$ cat config.mk
export PLATFORM = sky130hd
export DESIGN_NAME = ple_cell
export DESIGN_NICKNAME = d
export VERILOG_FILES = /design/src/sv/ple_pkg.sv /design/src/sv/ple_cell.sv
export SDC_FILE = /design/constraint.sdc
export NUM_CORES = 1
export LEC_CHECK = 0
export ABC_AREA = 1
export CAP_MARGIN = 20
export CORE_MARGIN = 5
export CORE_UTILIZATION = 50
export CTS_BUF_LIST = sky130_fd_sc_hd__clkbuf_2
export DETAILED_ROUTE_END_ITERATION = 8
export DONT_BUFFER_PORTS = 1
export GPL_TIMING_DRIVEN = 1
export SKIP_CTS_REPAIR_TIMING = 1
export SLEW_MARGIN = 10
export SYNTH_ARGS = -nofsm -noshare
export SYNTH_HDL_FRONTEND = slang
export SYNTH_SLANG_ARGS = --single-unit
export TNS_END_PERCENT = 100
$ cat constraint.sdc
create_clock -name clk -period 3.89 [get_ports clk]
set_clock_uncertainty 0.2 [all_clocks]
set_input_delay 0.5835 -clock clk [delete_from_list [all_inputs] [get_ports clk]]
set_output_delay 0.5835 -clock clk [all_outputs]
set_load 0.1 [all_outputs]
$ cat src/sv/ple_pkg.sv
`default_nettype none
package ple_pkg;

	// indices and lengths up to 64 cells
	localparam int IDX_W = 7;
	localparam int VAL_W = 32;
	localparam int POS_W = 6;

	typedef enum logic [1:0] {
		REQ_INSERT  = 2'd0,
		REQ_DELETE  = 2'd1,
		REQ_REVERSE = 2'd2,
		REQ_READ    = 2'd3
	} req_t;

	typedef enum logic [1:0] {
		STAT_OK   = 2'd0,
		STAT_BAD  = 2'd1,
		STAT_FULL = 2'd2
	} stat_t;

	typedef enum logic [2:0] {
		CMD_HOLD,
		CMD_INS,
		CMD_DEL,
		CMD_ROT_FWD,
		CMD_ROT_BACK
	} cell_op_t;

	typedef enum logic {
		ST_IDLE,
		ST_READ
	} state_t;

	typedef struct packed {
		cell_op_t         op;
		logic [IDX_W-1:0] pos;   // physical cell of the edit
		logic [IDX_W-1:0] last;  // physical index of the last live cell
	} cell_cmd_t;

endpackage
`default_nettype wire

$ cat src/sv/ple_cell.sv
`default_nettype none
module ple_cell #(
	parameter int IDX = 0
) (
	input  wire                    clk,
	input  wire ple_pkg::cell_cmd_t cmd,
	input  wire [ple_pkg::VAL_W-1:0] new_val,
	input  wire [ple_pkg::VAL_W-1:0] left_val,
	input  wire [ple_pkg::VAL_W-1:0] right_val,
	input  wire [ple_pkg::VAL_W-1:0] head_val,
	input  wire [ple_pkg::VAL_W-1:0] tail_val,
	output logic [ple_pkg::VAL_W-1:0] val
);
	import ple_pkg::*;

	localparam logic [IDX_W-1:0] MY_IDX = IDX_W'(IDX);

	logic [VAL_W-1:0] val_q;
	logic [VAL_W-1:0] val_d;

	always_comb begin
		val_d = val_q;
		case (cmd.op)
			CMD_INS: begin
				if (MY_IDX == cmd.pos) begin
					val_d = new_val;
				end else if (MY_IDX > cmd.pos) begin
					val_d = left_val;
				end
			end
			CMD_DEL: begin
				// close the gap from above
				if (MY_IDX >= cmd.pos) begin
					val_d = right_val;
				end
			end
			CMD_ROT_FWD: begin
				if (MY_IDX < cmd.last) begin
					val_d = right_val;
				end else if (MY_IDX == cmd.last) begin
					val_d = head_val;
				end
			end
			CMD_ROT_BACK: begin
				if (MY_IDX == '0) begin
					val_d = tail_val;
				end else if (MY_IDX <= cmd.last) begin
					val_d = left_val;
				end
			end
			default: val_d = val_q;
		endcase
	end

	always_ff @(posedge clk) begin
		val_q <= val_d;
	end

	assign val = val_q;

endmodule
`default_nettype wire

### Yosys cells after proc, flatten, opt, wreduce, memory -nomap -nowiden

Index checks and enable logic that the tools add are counted.
W data, S select, Z words.

| cells by class | value |
|---|---|
| $lt $le $gt $ge | 3 |
| equality and inequality tests | 7 |
| multiplexer cells | 6 |
| reductions and logical operators | 4 |

Operators with widths:

| cell | count |
|---|---|
| $mux W32 | 5 |
| $pmux W32 S4 | 1 |
| $logic_not A7 Y1 | 2 |
| $ge A1 B7 Y1 const A | 1 |
| $gt A1 B7 Y1 const A | 1 |
| $lt A1 B7 Y1 const A | 1 |
| $eq A3 B2 Y1 const B | 2 |
| $ne A3 B3 Y1 const B | 2 |
| $reduce_and A4 Y1 | 1 |
| $reduce_bool A4 Y1 | 1 |
| $eq A3 B1 Y1 const B | 1 |
| $eq A3 B3 Y1 const B | 1 |
| $ne A2 B2 Y1 const B | 1 |

| storage, ports and cells | value |
|---|---|
| flip-flop bits (word level) | 32 |
| input bits | 178 |

### Longest topological paths before layout

| logic depth | value |
|---|---|
| depth after elaboration | 4 |
| depth in mapped cells | 8 |
| depth with buffers taken out | 7 |

### Least setup slack after synthesis

No wires, ideal clock.

| timing | value |
|---|---|
| path kind | input to register |
| from | input cmd[14] (netlist name) |
| to | register val_q[0], in the netlist val[0] (enable) |
| arrival | 1,787 ps |
| data required time | 3,302 ps |
| path slack | 1,515 ps |
| stages on the path | 3 |
| path through | nor3b_4 buf_6 a21o_1 |

| on the way | value |
|---|---|
| word-level cells in the longest chain between the ends | 3 |
| elaborated cells on any way between the ends | 9 |
| classes of those cells | eq/ne: 7; reduce/logical: 2 |

Ends and longest elaborated chain:

| item | line | source |
|---|---|---|
| start: declaration | ple_cell.sv:6 | `input wire ple_pkg::cell_cmd_t cmd,` |
| $eq A3 B2 Y1 (tied with other cells) | ple_cell.sv:23 | `case (cmd.op)` |
| $ne A3 B3 Y1 (no line) (tied with other cells) | -- |  |
| $reduce_and A4 Y1 (no line) * | -- |  |
| end signal: assignment | ple_cell.sv:56 | `val_q <= val_d;` |
| end: declaration | ple_cell.sv:18 | `logic [VAL_W-1:0] val_q;` |

Every way passes the cells marked *; elsewhere a longest branch is shown, timed or not.
A chain may end at the register's enable or synchronous reset.

### Final worst setup path

| timing | value |
|---|---|
| from | register val_q[7], in the netlist val[7] |
| to | output val[7] (netlist name) |

RTL lines:

| item | line | source |
|---|---|---|
| end: declaration | ple_cell.sv:12 | `output logic [ple_pkg::VAL_W-1:0] val` |

No word-level cell between the ends.

==> out/results.tsv <==
metric	value	unit
outcome	finished clean	
fin crit share	0.5599	
Max Freq	459.1	MHz
Max Slew Vio Count	0	
IO Pins	210	
synth warn	0	
main flop type after synthesis	edfxtp_1	
n_diodes	0	
largest net degree at the start of global routing	35	
Via density	5.463	
Netlist cell types	16	
crit path max fanout	1	
fraction of layout cells with a size suffix above 1	0.1038	
H-tree Lvls	2	
Comb pwr share	0.181	
Routed Wire Length	11.00	mm
gr ovfl total	0	
post-synth top area cell	edfxtp_1	
via count	3316	
worst-margin pin slew	0.9899	ns
Rows	29	
WHS	0.2887	ns
VDD IR-drop max	0.1165	mV
RSZ-0062 raised after global routing	false	
post-placement cell count	599	
list of most frequent post-synthesis cells	inv_1 (167), nand2_1 (104), nand3_1 (98)	
Mapped Area	0.003353	mm2
Die Span X	91.89	um
post-synthesis sequential area ratio	0.2866	
Area contributors post-synth	edfxtp_1 (29%), inv_1 (19%), nand3_1 (15%)	
Tot GR Track Use	0.2541	
crit path kind	flop to output pin	
P_int	0.5259	mW
Bufs on Longest Clock Path	2	
Reg clk slew, reported paths	0.19	ns
critical path arrival	1.39	ns
type of origin of the critical path	flop	
pre-CTS setup slack	1.431	ns
Leak Pwr	1.768	nW
syn avg cell area	6.187	um2
final core utilization	0.5297	
Placeable Area	0.006422	mm2
WP data required	3.11	ns
TritonRoute pass-1 iters	5	
Setup crit start	val[7]	
relative slew slack	0.3393	
Net Count, Synth	720	
antenna violations before repair	0	
Synth Instances	542	
Die Area	0.008444	mm2
minimum clock period	2.178	ns
DRC violations left	0	
total power	1.012	mW
part of the power in registers	0.656	
CTS buffer count	5	
MaxCap Viol Count	0	
Die Span Y	91.89	um
Largest register FFs	32	
met2 Use GR	0.4227	
Final nets	707	
met3 GRT Util	0.09574	
Fin. Hold Viols	0	
PwrDens	297.6	mW/mm2
Hold Crit Class	primary input to flop	
TritonCTS clock tree	yes	
GR peak layer	met2	
Post-Layout Inst Area	0.003402	mm2
power share of the clock group	0.163	
FFs w/ async S/R, synth	0	
sw frac	0.4805	
Finished Layout Cells	607	
#FFs+latches synth	32	
initial core utilization	0.5221	
GPL Wtd Cong	0.9353	
endpoints failing setup	0	
post-DP HPWL	8.069	mm
first-pass GRT wire length	16.98	mm
I/O Buffers	0	
Final WS setup	1.712	ns
# clock sinks	32	
post-placement cell area	0.003363	mm2
top-area cell type share of the netlist area	0.2866	
met1 Use GR	0.3129	
Fin Setup TNS	0	ns
vias in the first global route	3320	
post-route antenna net violation count	0	
Crit. End Element	output pin	
CTS root buffer	clkbuf_2	
WL/cell	18.13	um
Post-synth EDFFs	32	
Area Growth Syn to Fin	1.455	%
Worst Hold Launch	tail_val[24]	
NetSw	0.4865	mW
most frequent cell after synthesis	inv_1	
initial DRC count	180	
layer usage:
metal  vias to the layer above  share of wire  routed length, um
met2                       177           0.47               5216
met1                      1490           0.41               4477
met3                        17          0.099               1093
met5                         -              0                  0
met4                         0          0.019                213
li1                       1632              -                  -
cell type report:
cell class	count	area, um2
fill	696	3020
multi-input combinational	311	1597
tap	77	96.34
inverter	169	634.4
clock inverter	3	13.76
clock buffer	5	25.02
timing repair buffer	10	75.07
sequential	32	960.9
power groups by stage:
stage          clock, mW  sequential (mW)  combinational, mW
3_3_place_gp           0            0.673              0.180
3_5_place_dp           0            0.673              0.182
4_1_cts            0.173            0.666              0.183
5_1_grt            0.190            0.667              0.209
2_1_floorplan          0            0.664              0.146
6_report           0.165            0.665              0.183
cells in the final DEF, fill, tap and decap left out:
cell type	n
a21o_1	1
nor2_4	1
inv_1	167
nor3b_4	1
o21ai_1	29
clkinv_2	2
edfxtp_1	32
o21ai_0	36
clkbuf_2	5
nand3_2	30
inv_2	2
nor2_1	6
nand2_1	104
clkinv_1	1
buf_4	10
nand3_1	98
nor2_2	4
a21oi_1	1
worst min-delay path, stage by stage:
cell	delay [ns]
nand2_1	0.03
o21ai_1	0.06
inv_1	0.04
nand3_1	0.06
cells by family after synthesis:
kind of cell | Yosys count | share of synthesized area
compound gates | 67 | 0.1007
buf+inv | 199 | 0.2410
flops | 32 | 0.2866
simple gates | 244 | 0.3716
path summary, 6_finish.rpt:
path / cells after the start / endpoint / slack, ns
max: 0 / val[7] / 1.71
min: 4 / val[24] / 0.29
Power figures use the tool's default switching activity.
